$ cat src/rtl/core/bmp_rle_pixel_decoder_core_defines.svh
// Assertion macros shared by the bitmap RLE decoder modules.
`ifndef BMP_RLE_PIXEL_DECODER_CORE_DEFINES_SVH
`define BMP_RLE_PIXEL_DECODER_CORE_DEFINES_SVH

// Checks that the consequent holds in the same cycle as the antecedent.
`define BMPRLE_ASSERT_SAME(lbl, ante, cons) \
    lbl: assert property (@(posedge i_clk) disable iff (!i_rst_n) (ante) |-> (cons)) \
        else $error("bmprle assertion failed");

// Checks that the consequent holds in the cycle after the antecedent.
`define BMPRLE_ASSERT_NEXT(lbl, ante, cons) \
    lbl: assert property (@(posedge i_clk) disable iff (!i_rst_n) (ante) |=> (cons)) \
        else $error("bmprle assertion failed");

`endif

$ cat src/rtl/core/bmprle_pkg.sv
// Types, constants and helpers shared by the bitmap RLE decoder modules.
package bmprle_pkg;

    localparam int C_MAX_WIDTH  = 4096;
    localparam int C_MAX_HEIGHT = 4096;

    localparam logic [11:0] C_POS_LIMIT = 12'hFFF;

    localparam logic [7:0] C_ESC_EOL   = 8'h00;
    localparam logic [7:0] C_ESC_EOB   = 8'h01;
    localparam logic [7:0] C_ESC_DELTA = 8'h02;

    typedef enum logic [2:0] {
        PH_COUNT,
        PH_COLOR,
        PH_ESCAPE,
        PH_ABS,
        PH_PAD,
        PH_DX,
        PH_DY,
        PH_DONE
    } t_phase;

    typedef enum logic [1:0] {
        CFG_RLE4_MODE,
        CFG_IMAGE_WIDTH,
        CFG_IMAGE_HEIGHT,
        CFG_BOTTOM_UP
    } t_cfg_index;

    typedef struct packed {
        logic [15:0] row_pos;
        logic [15:0] column_pos;
        logic [7:0]  length;
        logic [7:0]  even_index;
        logic [7:0]  odd_index;
        logic        end_of_bitmap;
    } t_span;

    function automatic logic [15:0] sat16(input logic [16:0] v);
        return v[16] ? 16'hFFFF : v[15:0];
    endfunction

endpackage

$ cat src/rtl/core/bmp_rle_pixel_decoder_core.sv
// Top level of the bitmap RLE8/RLE4 pixel-stream decoder.
//
// The slave stream carries one compressed byte per transfer in tdata and the
// first-byte flag in tuser; a set flag restarts position, phase and parity.
// The master stream carries one span per transfer: row, start column, pixel
// count and the two alternating palette indices in tdata, with the end of
// bitmap and out-of-range flags in tuser. Bytes that complete no span give
// no master transfer.
// The configuration port must be written only while the stream is quiet;
// the block itself does not enforce this. The mode register is taken with
// every byte, the geometry registers at the output stage.
// A byte is taken every cycle unless the slave side is stalled. A span
// passes from the phase machine into the span register, then through the
// row mapping and range check into the output register.
// A stalled receiver holds the output register; the span register keeps one
// further span and the slave side stops taking bytes only when both are full.
// Reset restores the configuration defaults, empties both registers and
// returns the phase machine to waiting for a count byte.
`include "bmp_rle_pixel_decoder_core_defines.svh"

module bmp_rle_pixel_decoder_core
    import bmprle_pkg::*;
(
    input  logic        i_clk,
    input  logic        i_rst_n,
    input  logic        s_axis_tvalid,
    output logic        s_axis_tready,
    input  logic [7:0]  s_axis_tdata,   // stream_byte
    input  logic [0:0]  s_axis_tuser,   // first_byte
    output logic        m_axis_tvalid,
    input  logic        m_axis_tready,
    output logic [47:0] m_axis_tdata,   // span_row, span_column, span_length,
                                        // even_index, odd_index
    output logic [1:0]  m_axis_tuser,   // end_of_bitmap, out_of_range
    input  logic        i_cfg_we,
    input  logic [1:0]  i_cfg_index,
    input  logic [12:0] i_cfg_data
);

    logic        r_rle4_mode;
    logic [12:0] r_image_width;
    logic [12:0] r_image_height;
    logic        r_bottom_up;

    logic        r_m_valid;
    logic [47:0] r_m_data;
    logic [1:0]  r_m_user;
    logic [47:0] n_m_data;
    logic [1:0]  n_m_user;

    logic        w_span_valid;
    logic        w_span_take;
    t_span       w_span;
    logic [12:0] w_width;
    logic [12:0] w_height;

    bmprle_decode u_decode (
        .i_clk        (i_clk),
        .i_rst_n      (i_rst_n),
        .i_s_tvalid   (s_axis_tvalid),
        .o_s_tready   (s_axis_tready),
        .i_byte       (s_axis_tdata),
        .i_first      (s_axis_tuser[0]),
        .i_rle4_mode  (r_rle4_mode),
        .i_span_take  (w_span_take),
        .o_span_valid (w_span_valid),
        .o_span       (w_span)
    );

    always_ff @(posedge i_clk) begin
        if (!i_rst_n) begin
            r_rle4_mode    <= 1'b0;
            r_image_width  <= 13'd1;
            r_image_height <= 13'd1;
            r_bottom_up    <= 1'b1;
        end else if (i_cfg_we) begin
            unique case (t_cfg_index'(i_cfg_index))
                CFG_RLE4_MODE:    r_rle4_mode    <= i_cfg_data[0];
                CFG_IMAGE_WIDTH:  r_image_width  <= i_cfg_data;
                CFG_IMAGE_HEIGHT: r_image_height <= i_cfg_data;
                CFG_BOTTOM_UP:    r_bottom_up    <= i_cfg_data[0];
                default:          r_rle4_mode    <= r_rle4_mode;
            endcase
        end
    end

    always_comb begin
        if (r_image_width == 13'd0) begin
            w_width = 13'd1;
        end else if (r_image_width > 13'(C_MAX_WIDTH)) begin
            w_width = 13'(C_MAX_WIDTH);
        end else begin
            w_width = r_image_width;
        end
        if (r_image_height == 13'd0) begin
            w_height = 13'd1;
        end else if (r_image_height > 13'(C_MAX_HEIGHT)) begin
            w_height = 13'(C_MAX_HEIGHT);
        end else begin
            w_height = r_image_height;
        end
    end

    always_comb begin
        logic        oor;
        logic [12:0] row13;
        logic [11:0] row_out;
        logic [11:0] col_out;
        logic [16:0] col_end;

        oor     = 1'b0;
        row13   = 13'd0;
        row_out = C_POS_LIMIT;
        if (w_span.row_pos >= {3'd0, w_height}) begin
            oor = 1'b1;
        end else begin
            row13 = r_bottom_up ? (w_height - 13'd1 - w_span.row_pos[12:0])
                                : w_span.row_pos[12:0];
            if (row13[12]) begin
                oor = 1'b1;
            end else begin
                row_out = row13[11:0];
            end
        end
        if (w_span.column_pos > {4'd0, C_POS_LIMIT}) begin
            oor     = 1'b1;
            col_out = C_POS_LIMIT;
        end else begin
            col_out = w_span.column_pos[11:0];
        end
        col_end = {1'b0, w_span.column_pos} + {9'd0, w_span.length};
        if (col_end > {4'd0, w_width}) begin
            oor = 1'b1;
        end
        n_m_data = {w_span.odd_index, w_span.even_index, w_span.length, col_out, row_out};
        n_m_user = {oor, w_span.end_of_bitmap};
    end

    assign w_span_take = w_span_valid && (!r_m_valid || m_axis_tready);

    always_ff @(posedge i_clk) begin
        if (!i_rst_n) begin
            r_m_valid <= 1'b0;
        end else if (w_span_take) begin
            r_m_valid <= 1'b1;
        end else if (m_axis_tready) begin
            r_m_valid <= 1'b0;
        end
    end

    always_ff @(posedge i_clk) begin
        if (w_span_take) begin
            r_m_data <= n_m_data;
            r_m_user <= n_m_user;
        end
    end

    assign m_axis_tvalid = r_m_valid;
    assign m_axis_tdata  = r_m_data;
    assign m_axis_tuser  = r_m_user;

    `BMPRLE_ASSERT_SAME(a_eob_zero_length, m_axis_tvalid && m_axis_tuser[0],
                        m_axis_tdata[31:24] == 8'd0)
    `BMPRLE_ASSERT_SAME(a_full_blocks_input, w_span_valid && m_axis_tvalid && !m_axis_tready,
                        !s_axis_tready)
    `BMPRLE_ASSERT_NEXT(a_span_moves_on, w_span_valid && !m_axis_tvalid, m_axis_tvalid)

endmodule

$ cat src/rtl/core/bmprle_decode.sv
// Byte-level RLE phase machine with position tracking and a span register.
`include "bmp_rle_pixel_decoder_core_defines.svh"

module bmprle_decode
    import bmprle_pkg::*;
(
    input  logic       i_clk,
    input  logic       i_rst_n,
    input  logic       i_s_tvalid,
    output logic       o_s_tready,
    input  logic [7:0] i_byte,
    input  logic       i_first,
    input  logic       i_rle4_mode,
    input  logic       i_span_take,
    output logic       o_span_valid,
    output t_span      o_span
);

    t_phase      r_phase, n_phase;
    logic [7:0]  r_run_count, n_run_count;
    logic [7:0]  r_abs_left, n_abs_left;
    logic [15:0] r_col, n_col;
    logic [15:0] r_row, n_row;
    logic [7:0]  r_dcol, n_dcol;
    logic        r_par, n_par;
    logic        r_span_valid;
    t_span       r_span;

    logic        w_accept;
    logic        w_fire;
    t_span       w_span;

    assign o_s_tready   = !r_span_valid || i_span_take;
    assign w_accept     = i_s_tvalid && o_s_tready;
    assign o_span_valid = r_span_valid;
    assign o_span       = r_span;

    always_comb begin
        t_phase      ph;
        logic [7:0]  rc;
        logic [7:0]  al;
        logic [7:0]  dc;
        logic [15:0] col;
        logic [15:0] row;
        logic        par;
        logic [7:0]  len;

        ph  = i_first ? PH_COUNT : r_phase;
        rc  = i_first ? 8'd0 : r_run_count;
        al  = i_first ? 8'd0 : r_abs_left;
        dc  = i_first ? 8'd0 : r_dcol;
        col = i_first ? 16'd0 : r_col;
        row = i_first ? 16'd0 : r_row;
        par = i_first ? 1'b0 : r_par;
        len = 8'd0;

        n_phase     = ph;
        n_run_count = rc;
        n_abs_left  = al;
        n_col       = col;
        n_row       = row;
        n_dcol      = dc;
        n_par       = ~par;
        w_fire      = 1'b0;

        w_span.row_pos       = row;
        w_span.column_pos    = col;
        w_span.even_index    = i_rle4_mode ? {4'd0, i_byte[7:4]} : i_byte;
        w_span.odd_index     = i_rle4_mode ? {4'd0, i_byte[3:0]} : i_byte;
        w_span.end_of_bitmap = 1'b0;

        unique case (ph)
            PH_COUNT: begin
                if (i_byte != 8'd0) begin
                    n_run_count = i_byte;
                    n_phase     = PH_COLOR;
                end else begin
                    n_phase = PH_ESCAPE;
                end
            end
            PH_COLOR: begin
                len     = rc;
                w_fire  = 1'b1;
                n_col   = sat16({1'b0, col} + {9'd0, rc});
                n_phase = PH_COUNT;
            end
            PH_ESCAPE: begin
                unique case (i_byte)
                    C_ESC_EOL: begin
                        n_col   = 16'd0;
                        n_row   = sat16({1'b0, row} + 17'd1);
                        n_phase = PH_COUNT;
                    end
                    C_ESC_EOB: begin
                        w_fire               = 1'b1;
                        w_span.even_index    = 8'd0;
                        w_span.odd_index     = 8'd0;
                        w_span.end_of_bitmap = 1'b1;
                        n_phase              = PH_DONE;
                    end
                    C_ESC_DELTA: begin
                        n_phase = PH_DX;
                    end
                    default: begin
                        n_abs_left = i_byte;
                        n_phase    = PH_ABS;
                    end
                endcase
            end
            PH_ABS: begin
                if (al == 8'd0) begin
                    len = 8'd0;
                end else if (i_rle4_mode && (al >= 8'd2)) begin
                    len = 8'd2;
                end else begin
                    len = 8'd1;
                end
                w_fire     = 1'b1;
                n_col      = sat16({1'b0, col} + {9'd0, len});
                n_abs_left = al - len;
                if (al == len) begin
                    n_phase = n_par ? PH_PAD : PH_COUNT;
                end
            end
            PH_PAD: begin
                n_phase = PH_COUNT;
            end
            PH_DX: begin
                n_dcol  = i_byte;
                n_phase = PH_DY;
            end
            PH_DY: begin
                n_col   = sat16({1'b0, col} + {9'd0, dc});
                n_row   = sat16({1'b0, row} + {9'd0, i_byte});
                n_phase = PH_COUNT;
            end
            PH_DONE: begin
                n_phase = PH_DONE;
            end
            default: begin
                n_phase = PH_COUNT;
            end
        endcase

        w_span.length = len;
    end

    always_ff @(posedge i_clk) begin
        if (!i_rst_n) begin
            r_phase <= PH_COUNT;
        end else if (w_accept) begin
            r_phase <= n_phase;
        end
    end

    always_ff @(posedge i_clk) begin
        if (!i_rst_n) begin
            r_run_count  <= 8'd0;
            r_abs_left   <= 8'd0;
            r_col        <= 16'd0;
            r_row        <= 16'd0;
            r_dcol       <= 8'd0;
            r_par        <= 1'b0;
            r_span_valid <= 1'b0;
        end else begin
            if (w_accept) begin
                r_run_count <= n_run_count;
                r_abs_left  <= n_abs_left;
                r_col       <= n_col;
                r_row       <= n_row;
                r_dcol      <= n_dcol;
                r_par       <= n_par;
            end
            if (w_accept && w_fire) begin
                r_span_valid <= 1'b1;
            end else if (i_span_take) begin
                r_span_valid <= 1'b0;
            end
        end
    end

    always_ff @(posedge i_clk) begin
        if (w_accept && w_fire) begin
            r_span <= w_span;
        end
    end

    `BMPRLE_ASSERT_SAME(a_abs_left_nonzero, r_phase == PH_ABS, r_abs_left != 8'd0)
    `BMPRLE_ASSERT_SAME(a_run_count_nonzero, r_phase == PH_COLOR, r_run_count != 8'd0)
    `BMPRLE_ASSERT_NEXT(a_done_is_silent, w_accept && (r_phase == PH_DONE) && !i_first,
                        !r_span_valid)

endmodule

$ cat config.mk
export PLATFORM = sky130hd
export DESIGN_NAME = bmp_rle_pixel_decoder_core
export DESIGN_NICKNAME = d
export VERILOG_FILES = /design/src/rtl/core/bmprle_pkg.sv /design/src/rtl/core/bmp_rle_pixel_decoder_core.sv /design/src/rtl/core/bmprle_decode.sv
export VERILOG_INCLUDE_DIRS = /design/src /design/src/rtl/core
export SDC_FILE = /design/constraint.sdc
export NUM_CORES = 1
export LEC_CHECK = 0
export BUFFER_PORTS_ARGS = -buffer_cell sky130_fd_sc_hd__buf_2
export CAP_MARGIN = 10
export CORE_ASPECT_RATIO = 1.75
export CORE_MARGIN = 1
export CORE_UTILIZATION = 62
export CTS_BUF_LIST = sky130_fd_sc_hd__clkbuf_16
export DETAILED_ROUTE_END_ITERATION = 16
export GPL_TIMING_DRIVEN = 0
export PLACE_DENSITY = 0.77
export SYNTH_ARGS = -nofsm -noshare
export SYNTH_HDL_FRONTEND = slang
export SYNTH_HIERARCHICAL = 1
export SYNTH_SLANG_ARGS = --single-unit
export TNS_END_PERCENT = 50
$ cat constraint.sdc
create_clock -name i_clk -period 10.04 [get_ports i_clk]
set_input_delay 1.506 -clock i_clk [delete_from_list [all_inputs] [get_ports i_clk]]
set_output_delay 1.506 -clock i_clk [all_outputs]
set_load 0.01 [all_outputs]
; ---- Yosys cells after proc, flatten, opt, wreduce, memory -nomap -nowiden
; Index checks and enable logic that the tools add are counted.
[word_totals]
word_cells = 125
out_inout_bits = 52
ram_bits = 0
memories = 0
latchBits = 0
register_bits = 197
rom_bits = 0
inputBits = 29
[classes]
bitwise = 1
add_sub_neg = 9
n_mul = 0
n_div = 0
muxes = 46
n_lt_le_gt_ge = 6
reduce_logical = 26
eq_ne = 13
shift = 0
[ops]
columns = cell, n
row1 = $mux 16, 9
row2 = $mux 8, 11
row3 = $add 16x8->17, 5
row4 = $mux 13, 5
row5 = $pmux 16 s4, 1
row6 = $mux 17, 2
row7 = $pmux 16 s2, 1
row8 = $pmux 8 s2, 2
row9 = $gt 13x13->1 const B, 2
row10 = $logic_not 13->1, 2
row11 = $pmux 3 s6, 1
row12 = $add 16x1->17 const B, 1
row13 = $gt 17x13->1, 1
row14 = $ge 16x13->1, 1
row15 = $gt 16x12->1 const B, 1
row16 = $logic_not 8->1, 2
row17 = $sub 13x1->13 const B, 1
row18 = $sub 13x13->13, 1
row19 = $eq 3x3->1 const B, 4
row20 = $mux 3, 3
row21 = $pmux 3 s3, 1
row22 = $reduce_or 3->1, 3
row23 = $eq 8x1->1 const B, 1
row24 = $eq 8x2->1 const B, 1
row25 = 20 further kinds, 39

; ---- Longest topological paths before layout
; Gate-level depths: netlist of run 1.
[depth]
ltp_word = 9
mapped_depth = 16
depth_no_buf = 13

; ---- Hierarchy
; Netlist of run 1, hierarchy kept.
[by_module_without_submodules]
columns = mod, n_inst, area_each_um2, cells_per_inst
row1 = bmprle_decode, 1, 7795.0, 921
row2 = bmp_rle_pixel_decoder_core, 1, 4636.9, 473

; ---- Worst setup path after synthesis of run 1
; OpenSTA, ideal clock, no wires.
[synth_path]
kind = input-to-reg
startpoint = input port m_axis_tready
endpoint = register u_decode.r_span (netlist bit u_decode/o_span[0]), enable pin
setup_time_ns = 0.483
slack_ns = 2.357
arrival_ns = 7.200
path_buffers = 1
stages = 6
cell_sequence = nor2b_1 > nor2b_1 > nand2b_1 > nand2_1 > clkbuf_1 > a21oi_1
[synth_via]
elab_chain_cells = 5
[synth_rtl]
columns = element, line_no
row1 = "start, declared", bmp_rle_pixel_decoder_core.sv:31  ; input logic m_axis_tready,
row2 = $logic_or 1x1->1, bmp_rle_pixel_decoder_core.sv:139  ; assign w_span_take = w_span_valid && (!r_m_valid || m_axis_tready);
row3 = $logic_and 1x1->1, bmp_rle_pixel_decoder_core.sv:139
row4 = via w_span_take, bmp_rle_pixel_decoder_core.sv:52  ; logic w_span_take;
row5 = $logic_or 1x1->1, bmprle_decode.sv:33  ; assign o_s_tready = !r_span_valid || i_span_take;
row6 = via s_axis_tready, bmp_rle_pixel_decoder_core.sv:27  ; output logic s_axis_tready,
row7 = $logic_and 1x1->1, bmprle_decode.sv:34  ; assign w_accept = i_s_tvalid && o_s_tready;
row8 = $logic_and 1x1->1, bmprle_decode.sv:183  ; if (w_accept && w_fire) begin
row9 = "end signal, assigned", bmprle_decode.sv:184  ; r_span <= w_span;
row10 = "end, declared", bmprle_decode.sv:27  ; t_span r_span;
; The timed path passes the listed nets, and every way through them passes these cells.
; A chain may end at the register's enable or synchronous reset.

==> key figures, run 1 <==
Run status
  – Status: completed

CTS
  – CTS root buf: clkbuf_16
  – CTS tree: built
  – Total setup buffers inserted after CTS: 0
  – Worst-skew pair later-pin latency: 0.44 ns
  – Number of clock sinks: about 190
  – Clock slew at reported path FFs: ~0.070 ns
  – Hold buffers post-CTS: 0
  – Post_cts resized: 0
  – CTS Buf Count: 17
  – Htree depth: 4
  – CTS Buffer Depth: 2

Setup path
  – Startpoint types: input port
  – Slowest stage delay, CP: slightly above 0.9 ns
  – CP Cell Sequence: buf_2, buf_2, buf_2, buf_2, buf_2, buf_1, clkbuf_1, nor2_1, ha_1, inv_1, fa_1, nand2b_1, a21oi_1, o31ai_1, o211ai_1, a21oi_1, o211ai_1
  – R2R depth: 13
  – Critical setup path kind: input port to register
  – Worst Path Arrival: between 7 and 8 ns
  – R2R Setup Slk: approximately 5.5 ns
  – R2r startpoint: u_decode/r_abs_left[4]$_SDFFE_PN0P_
  – Critical path's slowest cell: a21oi_1
  – Reg2reg end: u_decode/r_col[13]$_SDFFE_PN0P_
  – Worst path required time: about 10 ns
  – Max Fanout on Critical Path: 10
  – CP dominant cell by count: buf_2
  – Critical Path Sink Type: register

Logic synthesis
  – FFs w/ async S/R, synth: 0%
  – Ys Warns: 6
  – Syn Std Cell Area: 12,400 um^2
  – Most used DFF post-synth: edfxtp_1
  – Number of synthesized flops with an enable pin: 103
  – Gate Count Post-Synth: roughly 1,400
  – Syn Nets: roughly 1,500
  – Unique cell type count in the Yosys netlist: a little under 90
  – Share of synthesized area occupied by flip-flops and latches: between 30% and 40%
  – Mapped Avg Cell Area: 8.92 um^2
  – Synthesis-stage register bit count: just under 200

Cells and area
  – Fill count: roughly 1,600
  – Share of layout cells above drive strength 1: 10.8%
  – Fin util: 70.3%
  – Nets: 1,606
  – Area growth syn-to-layout: 11.2%
  – Multi-input gate area: 7010 um^2
  – Register area: around 5000 um^2
  – Layout Cells excl Fill: between 1,500 and 2,000
  – N_diodes: 0

Timing
  – Slew headroom: between 8 and 9%
  – Post-route clock period utilization: approximately 71%
  – Setup_tns: 0 ns
  – Final setup violation count: 0
  – Slew @ Worst Pin: between 1 and 1.5 ns
  – Final min period: between 7 and 8 ns
  – Max frequency: around 140 MHz
  – Clk_skew: 0.0147 ns
  – Fin. Hold Viols: 0
  – Max-slew violation count: 0
  – Hold WS: between 0.4 and 0.5 ns
  – RSZ-0062 raised after global routing: no

Pwr
  – VDD IR max: 0.128 mV
  – Lkg Pwr: a little over 0.005 uW
  – Pwr dens: 132 nW/um^2

Min path
  – HP Start: u_decode/o_span[1]$_DFFE_PP_
  – Worst Hold End: m_axis_tdata[40]$_DFFE_PP_
  – Hold Path Depth: 0
  – Hold crit path type: register to register

Placement
  – Placed cell count: ~1,700
  – DP HPWL: between 30 and 40 mm
  – # port buffers: 80
  – RD Place Congestion: just over 1

Route
  – DR iter-0 viols: 1,434
  – Vias per cell: between 6 and 7
  – Antenna Nets Post-Route: 0
  – DR vias: approximately 12,000
  – # DRC: 0
  – 1st-pass router iterations: 6
  – Detailed Route WL: 41.0 mm
  – Routed WL per cell: ~23 um

Floorplan
  – Die width: 109 um
  – Top-level I/O count: 81
  – Initial Util: 63.3%
  – DIE AREA: between 20,000 and 25,000 um^2
  – FP Rows: around 70
  – Core area: between 15,000 and 20,000 um^2
  – Die height: 189 um

GRT
  – Largest net degree at the start of global routing: 30
  – GRT Overall Usage: 40.5%
  – Initial antenna violation count: 0
  – Vias in the first global route: 11,800
  – Overflow after GRT: 0
  – First-pass GRT wire length: approximately 62 mm

Flow run
  – Max_cap viols: 0
[cell usage after synthesis (12+ instances only)]
cell type,instances,area [um^2]
nand2_1,172,646
a31oi_1,28,175
xnor2_1,25,219
mux2i_1,12,120
nor2_1,86,323
o21ai_0,94,470
a21boi_0,26,195
nand4_1,15,93.8
edfxtp_1,103,3090
nor3_1,24,120
a22oi_1,19,143
ha_1,75,938
and3_1,16,100
a211oi_1,12,90.1
clkbuf_1,54,203
o31ai_1,13,97.6
nand2b_1,31,194
nand3_1,36,180
a21o_1,15,113
dfxtp_1,90,1800
xor2_1,13,114
inv_1,63,236
a21oi_1,79,395
nor4_1,21,131
o21a_1,16,120
nor2b_1,48,300
o211ai_1,21,158
[cell usage in the layout, fill, tap and decap left out, types with 21 or more instances in the layout]
master,instances
nand2_1,172
edfxtp_1,103
o21ai_0,94
dfxtp_1,90
buf_2,87
nor2_1,86
a21oi_1,78
ha_1,75
inv_1,64
clkbuf_1,54
nor2b_1,47
nand3_1,36
nand2b_1,31
a31oi_1,28
a21boi_0,26
xnor2_1,25
nor3_1,24
nor4_1,21
o211ai_1,21
[cell type report]
| class | instances | share of cell area, % |
|---|---|---|
| multi-input combinational | 1065 | 50.8 |
| sequential | 193 | 35.4 |
| clock buffer | 19 | 3.44 |
| timing repair buffer | 82 | 3.30 |
| buffer | 73 | 2.26 |
| tap | 245 | 2.22 |
| inverter | 63 | 1.71 |
| clock inverter | 13 | 0.896 |
[metrics by stage]
step	total power, uW	setup WS [ns]	cell area [um^2]
2_1_floorplan	1050	2.36	12400
3_3_place_gp	1130	0.390	13100
3_5_place_dp	1140	2.75	13200
4_1_cts	1820	3.24	13800
5_1_grt	1890	2.87	13800
6_report	1830	2.94	13800
[cells by family (layout without fill, tap and decap cells)]
| kind of cell | count (synthesis) | count (layout) | share of synthesized area, % |
|---|---|---|---|
| buffers and inverters | 136 | 250 | 4.42 |
| adders and majority gates | 82 | 82 | 8.68 |
| AOI/OAI and AO/OA | 421 | 421 | 22.9 |
| DFF | 193 | 193 | 39.4 |
| and+or+nand+nor | 508 | 508 | 20.6 |
| xor gates and xnor gates | 38 | 38 | 2.68 |
| muxes | 16 | 16 | 1.33 |
[routing by layer]
| layer | part of all wire (%) | global-route usage [%] |
|---|---|---|
| met5 | 0 | 0 |
| met4 | 8.0 | 31.8 |
| met3 | 8.5 | 8.47 |
| met2 | 48 | 66.7 |
| met1 | 36 | 44.5 |
[sequential cells by signal, indices dropped and copies added (netlist names), 2 cells and up]
register and flops:
u_decode/r_col 16, u_decode/r_abs_left 8, u_decode/o_span 53, u_decode/r_row 16
u_decode/r_run_count 8, m_axis_tdata 48, r_image_width 13, r_image_height 13
u_decode/r_dcol 8, m_axis_tuser 2, u_decode/r_phase 3
[power by group]
group | internal (uW) | switching [uW]
Clock | 376 | 315
Sequential | 855 | 22.7
Combinational | 89.4 | 171
Total | 1320 | 508
[worst max-delay path, delay by kind of cell]
family / cells / cell delay [ns]
buffers and inverters: 8 / 2.68
AOI/OAI and AO/OA: 5 / 2.23
adders and majority gates: 2 / 0.52
and+or+nand+nor: 2 / 0.41
[how the worst max path moves through the flow]
stage / from / to / slack, ns
after CTS: s_axis_tuser / u_decode/r_col[13]$_SDFFE_PN0P_ / 3.24
after global routing: s_axis_tuser / u_decode/r_col[13]$_SDFFE_PN0P_ / 2.87
after floorplan: m_axis_tready / u_decode/o_span[0]$_SDFFCE_PN0P_ / 2.36
after detailed placement: s_axis_tuser / u_decode/r_col[13]$_SDFFE_PN0P_ / 2.75
after global placement: m_axis_tready / u_decode/o_span[4]$_DFFE_PP_ / 0.39
final: s_axis_tuser / u_decode/r_col[13]$_SDFFE_PN0P_ / 2.94
Note: power is estimated with default switching activity, not from simulation.
==> run 2: changes to the inputs <==
--- a/config.mk
+++ b/config.mk
@@ -6,15 +6,16 @@
 export SDC_FILE = /design/constraint.sdc
 export NUM_CORES = 1
 export LEC_CHECK = 0
+export ABC_AREA = 1
 export BUFFER_PORTS_ARGS = -buffer_cell sky130_fd_sc_hd__buf_2
 export CAP_MARGIN = 10
 export CORE_ASPECT_RATIO = 1.75
 export CORE_MARGIN = 1
-export CORE_UTILIZATION = 62
+export CORE_UTILIZATION = 56
 export CTS_BUF_LIST = sky130_fd_sc_hd__clkbuf_16
 export DETAILED_ROUTE_END_ITERATION = 16
 export GPL_TIMING_DRIVEN = 0
-export PLACE_DENSITY = 0.77
+export PLACE_DENSITY = 0.73
 export SYNTH_ARGS = -nofsm -noshare
 export SYNTH_HDL_FRONTEND = slang
 export SYNTH_HIERARCHICAL = 1
==> constraint.sdc (replaced) <==
create_clock -name i_clk -period 6 [get_ports i_clk]
set_input_delay 0.9 -clock i_clk [delete_from_list [all_inputs] [get_ports i_clk]]
set_output_delay 0.9 -clock i_clk [all_outputs]
set_load 0.01 [all_outputs]
==> run 2 against run 1 <==
  * Final cell count up 27%
  * Design area is 5.4% higher
  * Global-route usage down 4.3 points
  * Highest routed layer unchanged
  * Clock power is 71% higher
  * Power increased by 72%
  * Synthesized area increased by 5.4%
  * Combinational power rose by 87%
  * Critical path depth rose by 6
==> key figures, run 2 <==
Setup path
  – Critical setup path kind: input port to register
  – Startpoint types: input port
  – Critical path launch point: s_axis_tuser
  – Worst path required time: 6.38 ns
  – Max Fanout on Critical Path: 10
  – Worst Path Arrival: 5.03 ns
  – R2R depth: 22
  – Critical Path Sink Type: register
  – Worst setup endpoint: u_decode/r_col[0]$_SDFFE_PN0P_
  – Reg2reg end: u_decode/r_col[0]$_SDFFE_PN0P_
  – R2r startpoint: u_decode/r_abs_left[4]$_SDFFE_PN0P_
  – R2R Setup Slk: 1.88 ns

Floorplan
  – DIE AREA: 24,000 um^2
  – Die height: about 200 um
  – Die width: 118 um
  – Top-level I/O count: a little over 80
  – Core area: ~23,000 um^2
  – FP Rows: between 70 and 80
  – Initial Util: 57.4%

Logic synthesis
  – FFs w/ async S/R, synth: 0%
  – Share of synthesized area occupied by flip-flops and latches: between 30% and 40%
  – Syn Nets: around 1,900
  – Largest family of logic cells by synthesized area: simple AND/OR/NAND/NOR gates
  – Unique cell type count in the Yosys netlist: 56
  – Syn Std Cell Area: roughly 13,000 um^2
  – Gate Count Post-Synth: between 1,500 and 2,000
  – Top-count cell post-synth: nand2_1
  – Number of synthesized flops with an enable pin: 103
  – Post-Synth Simple-Gate Area: 29.2%
  – Ys Warns: 6
  – XOR/XNOR share of the synthesized area: around 1.9%
  – Mapped Avg Cell Area: 7.25 um^2
  – Most used DFF post-synth: edfxtp_1
  – Top cells by area, synth: edfxtp_1 24%, dfxtp_1 14%, nand2_1 12%
  – Adder-Cell Fraction of Synth Area: a little over 8%
  – Most frequent cells after synthesis: 426 x nand2_1, 252 x inv_1, 199 x nor2_1
  – Compound-gate portion of the synthesized area: a little over an eighth
  – Cell taking the most area after synthesis: edfxtp_1
  – Share of the synthesized area in the top cell type: a little under a quarter
  – Synthesis-stage register bit count: 193
  – Mux contribution to synthesized area: 0%

Route
  – Detailed Route WL: between 40 and 50 mm
  – DR iter-0 viols: about 1,000
  – DR vias: 12,800
  – Routed WL per cell: 19.3 um
  – 1st-pass router iterations: 5
  – Metal1 wirelength: roughly 15 mm
  – Met2 WL post-DR: approximately 22 mm
  – Metal3 WL: between 2 and 3 mm
  – Vias per cell: just under 6
  – # DRC: 0
  – Antenna Nets Post-Route: 0
  – Top Metal Used: met4

Placement
  – RD Place Congestion: around 1
  – Post-Place Setup Slack: approximately 1.1 ns
  – Placed cell count: about 2,200
  – # port buffers: slightly below 80
  – DP HPWL: approximately 34 mm

Timing
  – Fin. Hold Viols: 0
  – Slew @ Worst Pin: ~0.97 ns
  – Final setup violation count: 0
  – Slew headroom: 35.2%
  – Hold WS: approximately 0.42 ns
  – RSZ-0062 raised after global routing: no
  – Post-route clock period utilization: approximately 78%
  – Final min period: roughly 4.7 ns
  – Clk_skew: roughly 0.013 ns
  – Final WS setup: 1.35 ns
  – Max frequency: approximately 210 MHz
  – Max-slew violation count: 0

Cells and area
  – Largest register FFs: 53
  – Nets: between 2,000 and 2,500
  – Highest-count cells in the layout ignoring fill and taps: 426 x nand2_1, 251 x inv_1, 199 x nor2_1, 134 x a21oi_1, 125 x nand3_1
  – Multi-input gate area: around 6900 um^2
  – Register area: approximately 5000 um^2
  – Layout Cells excl Fill: between 2,000 and 2,500
  – N_diodes: 0
  – Fill count: roughly 2,100
  – Commonest non-fill, non-tap cell in the layout: nand2_1
  – Area growth syn-to-layout: 11.2%
  – Share of layout cells above drive strength 1: between 10% and 20%

GRT
  – Initial antenna violation count: 0
  – First-pass GRT wire length: approximately 66 mm
  – GRT Overall Usage: a little over a third
  – Largest net degree at the start of global routing: 38
  – Overflow after GRT: 0
  – Vias in the first global route: about 13,000

CTS
  – Hold buffers post-CTS: 0
  – CTS Buffer Depth: 2
  – Worst-skew pair later-pin latency: between 0.4 and 0.5 ns
  – Clock slew at reported path FFs: ~0.070 ns
  – CTS Buf Count: 17
  – Post_cts resized: 0
  – CTS tree: built
  – Htree depth: 4
  – Total setup buffers inserted after CTS: 0
  – CTS root buf: clkbuf_16
  – Number of clock sinks: 193

Pwr
  – Switching Share: between 20% and 30%
  – VDD IR max: ~0.20 mV
  – Pwr dens: between 200 and 250 nW/um^2
  – Clk pwr share: about 38%
  – Combinational power share: 15.4%
  – Internal power: 2220 uW
  – Lkg Pwr: around 0.0067 uW
  – Seq pwr share: 46.9%
  – Switching pwr: 920 uW
  – Design Power: 3140 uW

Run status
  – Status: completed

Flow run
  – Max_cap viols: 0

Min path
  – Hold crit path type: register to register
## run 2: changes by cell type after synthesis, sizes merged, moves of 15 or more
| cell | before | now |
|---|---|---|
| o21ai | 99 | 114 |
| nand3 | 36 | 126 |
| a22oi | 19 | 4 |
| nand2b | 31 | 0 |
| inv | 63 | 260 |
| a21boi | 26 | 1 |
| xnor2 | 25 | 8 |
| nor2 | 86 | 221 |
| a21oi | 79 | 135 |
| and3 | 17 | 0 |
| nand2 | 173 | 440 |
| clkbuf | 54 | 36 |
| nor2b | 49 | 0 |
## run 2: area by class of cell
type / instances / share of cell area, %
clock buffer: 17 / 2.92
inverter: 261 / 6.73
buffer: 61 / 2.11
clock inverter: 15 / 1.31
sequential: 193 / 33.6
multi-input combinational: 1292 / 47.6
tap: 300 / 2.58
timing repair buffer: 82 / 3.18
## run 2: critical path: stages
cell     delay [ns]
buf_2          0.10
inv_2          0.15
buf_4          0.27
nand2_1        0.17
nand3_1        0.14
nor3_2         0.16
inv_1          0.06
nand2_1        0.30
inv_1          0.16
a21oi_1        0.50
ha_1           0.27
inv_1          0.06
fa_1           0.38
inv_1          0.08
nand2_1        0.06
nor2_1         0.29
nand3_1        0.18
nand3_1        0.19
nand2_1        0.15
buf_6          0.19
nand3_1        0.08
nand2_1        0.05
a21oi_1        0.12
## run 2: worst min-delay path by stage
| stage | from | endpoint | slack, ns | cells after the start |
|---|---|---|---|---|
| final | u_decode/o_span[11]$_DFFE_PP_ | m_axis_tdata[34]$_DFFE_PP_ | 0.42 | 0 |
| after global routing | u_decode/o_span[2]$_DFFE_PP_ | m_axis_tdata[41]$_DFFE_PP_ | 0.43 | 0 |
| after CTS | u_decode/o_span[11]$_DFFE_PP_ | m_axis_tdata[34]$_DFFE_PP_ | 0.42 | 0 |
| after detailed placement | u_decode/o_span[11]$_DFFE_PP_ | m_axis_tdata[34]$_DFFE_PP_ | 0.40 | 0 |
| after global placement | u_decode/o_span[9]$_DFFE_PP_ | m_axis_tdata[32]$_DFFE_PP_ | 0.40 | 0 |
| after floorplan | u_decode/o_span[9]$_DFFE_PP_ | m_axis_tdata[32]$_DFFE_PP_ | 0.40 | 0 |
## run 2: cells by family after synthesis
| family | after synthesis |
|---|---|
| compound gates | 319 |
| xor+xnor | 28 |
| fa+ha+maj | 82 |
| buf+inv | 322 |
| flops | 193 |
| simple gates | 863 |
## run 2: power by group through the flow
| stage | clock [uW] | combinational [uW] | sequential, uW |
|---|---|---|---|
| floorplan | 0 | 314 | 1500 |
| global placement | 0 | 461 | 1500 |
| detailed placement | 0 | 473 | 1500 |
| CTS | 1200 | 476 | 1470 |
| global route | 1250 | 535 | 1480 |
| finish | 1180 | 485 | 1470 |
## run 2: through the flow
stage                     TNS [ns]  cell area, um^2  util (%)
after floorplan                  0            13100         -
after global placement     -143.19            13900      60.8
after detailed placement         0            14000      61.1
after CTS                        0            14600      63.8
after global routing             0            14600      63.8
final                            0            14600      63.8
## run 2: layer usage
metal / vias to the layer above / GRT usage (%)
met5: - / 0
met4: 0 / 30.3
met3: 194 / 5.61
met2: 594 / 65.9
met1: 5887 / 36.1
li1: 6155 / -
==> run 3: changes to the inputs <==
--- a/config.mk
+++ b/config.mk
@@ -6,7 +6,7 @@
 export SDC_FILE = /design/constraint.sdc
 export NUM_CORES = 1
 export LEC_CHECK = 0
-export ABC_AREA = 1
+export ABC_AREA = 0
 export BUFFER_PORTS_ARGS = -buffer_cell sky130_fd_sc_hd__buf_2
 export CAP_MARGIN = 10
 export CORE_ASPECT_RATIO = 1.75
==> constraint.sdc (replaced) <==
create_clock -name i_clk -period 3.83 [get_ports i_clk]
set_input_delay 0.5745 -clock i_clk [delete_from_list [all_inputs] [get_ports i_clk]]
set_output_delay 0.5745 -clock i_clk [all_outputs]
set_load 0.01 [all_outputs]
==> run 3 against run 2 <==
  * Via count decreased by 7.7%
  * Highest routed layer unchanged
  * Largest cell class unchanged
  * Worst hold slack lost 0.028 ns
  * Combinational power increased by 42%
==> key figures, run 3 (same netlist as run 1, synthesis figures left out) <==
Run status
  – Status: completed

Setup path
  – Critical Path Sink Type: register
  – Startpoint types: input port
  – Critical path's slowest cell: fa_1
  – Worst path required time: around 4.2 ns
  – Max Fanout on Critical Path: 11
  – Slowest stage delay, CP: 0.44 ns
  – Critical setup path kind: input port to register
  – Worst Path Arrival: between 4 and 5 ns
  – CP Cell Sequence: buf_4, buf_4, buf_6, buf_8, buf_6, buf_4, clkbuf_8, nor2_4, ha_1, inv_1, fa_1, nand2b_4, a21oi_4, o31a_1, buf_4, a21oi_1, nor4_1, o32ai_1
  – CP dominant cell by count: buf_4

Floorplan
  – FP Rows: 71
  – DIE AREA: 22,800 um^2
  – Die height: 199 um
  – Core area: roughly 22,000 um^2
  – Initial Util: approximately 57%
  – Top-level I/O count: 81
  – Die width: ~110 um

CTS
  – CTS tree: built
  – Worst-skew pair later-pin latency: between 0.4 and 0.5 ns
  – CTS Buffer Depth: 2
  – CTS root buf: clkbuf_16
  – Htree depth: 4
  – Number of clock sinks: between 150 and 200
  – Clock slew at reported path FFs: about 0.080 ns
  – CTS Buf Count: 17

Timing
  – Slew @ Worst Pin: about 0.94 ns
  – Fin. Hold Viols: 0
  – RSZ-0062 raised after global routing: yes
  – Final min period: between 3 and 4 ns
  – Max-slew violation count: 0
  – Setup_tns: 0 ns
  – Final WS setup: around 0.007 ns
  – Final setup violation count: 0
  – Max frequency: 262 MHz
  – Clk_skew: about 0.018 ns
  – Slew headroom: between 30 and 40%
  – Post-route clock period utilization: 99.8%

Placement
  – DP HPWL: ~32 mm
  – Post-Place Setup Slack: -2.84 ns
  – RD Place Congestion: around 1.0
  – # port buffers: 80

Route
  – Met2 WL post-DR: around 21 mm
  – Antenna Nets Post-Route: 0
  – 1st-pass router iterations: 6
  – Routed WL per cell: between 20 and 25 um
  – DR iter-0 viols: between 1,000 and 1,500
  – Vias per cell: 6.54
  – Top Metal Used: met4
  – Metal1 wirelength: ~14 mm
  – Detailed Route WL: approximately 43 mm
  – # DRC: 0
  – Metal3 WL: 3.16 mm
  – DR vias: 11,800

Cells and area
  – Multi-input gate area: about 7100 um^2
  – Commonest non-fill, non-tap cell in the layout: nand2_1
  – Area growth syn-to-layout: 13.5%
  – Nets: 1,616
  – Share of layout cells above drive strength 1: around an eighth
  – Register area: just under 5000 um^2
  – Largest register FFs: between 50 and 60
  – Highest-count cells in the layout ignoring fill and taps: 171 x nand2_1, 103 x edfxtp_1, 93 x o21ai_0, 90 x dfxtp_1
  – Fill count: ~1,900
  – Fin util: about 65%

GRT
  – GRT Overall Usage: about two fifths
  – Overflow after GRT: 0
  – Largest net degree at the start of global routing: 35
  – Initial antenna violation count: 0
  – Vias in the first global route: around 11,000
  – First-pass GRT wire length: 64.0 mm

Pwr
  – VDD IR max: approximately 0.55 mV
  – Design Power: 4820 uW
  – Lkg Pwr: 0.00523 uW
  – Pwr dens: ~340 nW/um^2

Min path
  – Hold crit path type: input port to register

Flow run
  – Max_cap viols: 0
## run 3: worst paths after layout
kind                               startpoint                              end  slack [ns]  cells after the start
max                              s_axis_tuser  u_decode/r_col[10]$_SDFFE_PN0P_       0.007                     18
min                            i_cfg_data[12]   r_image_width[12]$_SDFFE_PN0P_        0.39                      3
max reg2reg  u_decode/r_phase[2]$_SDFFE_PN0P_    u_decode/o_span[15]$_DFFE_PP_        0.20                      6
min reg2reg     u_decode/o_span[12]$_DFFE_PP_       m_axis_tdata[35]$_DFFE_PP_        0.42                      0
## run 3: stage by stage
| step | std cells | area, um^2 | hold slack, ns |
|---|---|---|---|
| final | 1811 | 14100 | 0.389 |
| after global routing | 1810 | 14100 | 0.381 |
| after CTS | 1807 | 14000 | 0.374 |
| after detailed placement | 1770 | 13300 | 0.408 |
| after global placement | 1766 | 13200 | 0.403 |
| after floorplan | 1394 | 12500 | 0.400 |
## run 3: layout make-up
| cell class | instances | area share [%] |
|---|---|---|
| clock inverters | 15 | 1.19 |
| inverters | 63 | 1.70 |
| clock buffers | 17 | 3.01 |
| flip-flops and latches | 193 | 34.7 |
| diodes | 1 | 0.0177 |
| well taps | 292 | 2.59 |
| multi-input cells | 1066 | 50.7 |
| plain buffers | 73 | 2.54 |
| repair buffers | 91 | 3.62 |
## run 3: what timing repair did
item | in CTS | in global routing
buffers inserted | 5 | 2
setup endpoints to repair | 36 | 56
cloned | 0 | 1
resized for setup | 33 | 19
endpoints found under the hold margin | 0 | 0
hold buffers | 0 | 0
pin swaps | 2 | 4
## run 3: metal layers
metal	vias to the layer above	global-route usage (%)
li1	5403	-
met1	5498	38.8
met2	670	65.9
met3	270	8.04
met4	0	34.5
met5	-	0
## run 3: report_power, final
part / switching, uW / internal [uW] / total (uW)
logic: 449 / 241 / 689
registers: 66.5 / 2240 / 2310
clock network: 798 / 1020 / 1820
total: 1310 / 3500 / 4820
## run 3: worst max-delay path: cells and delay by family
kind	cells	cell delay [ns]
AND/OR/NAND/NOR	3	0.61
AO/OA/AOI/OAI	4	0.69
buffers and inverters	9	1.52
adder cells (fa/ha/maj)	2	0.72
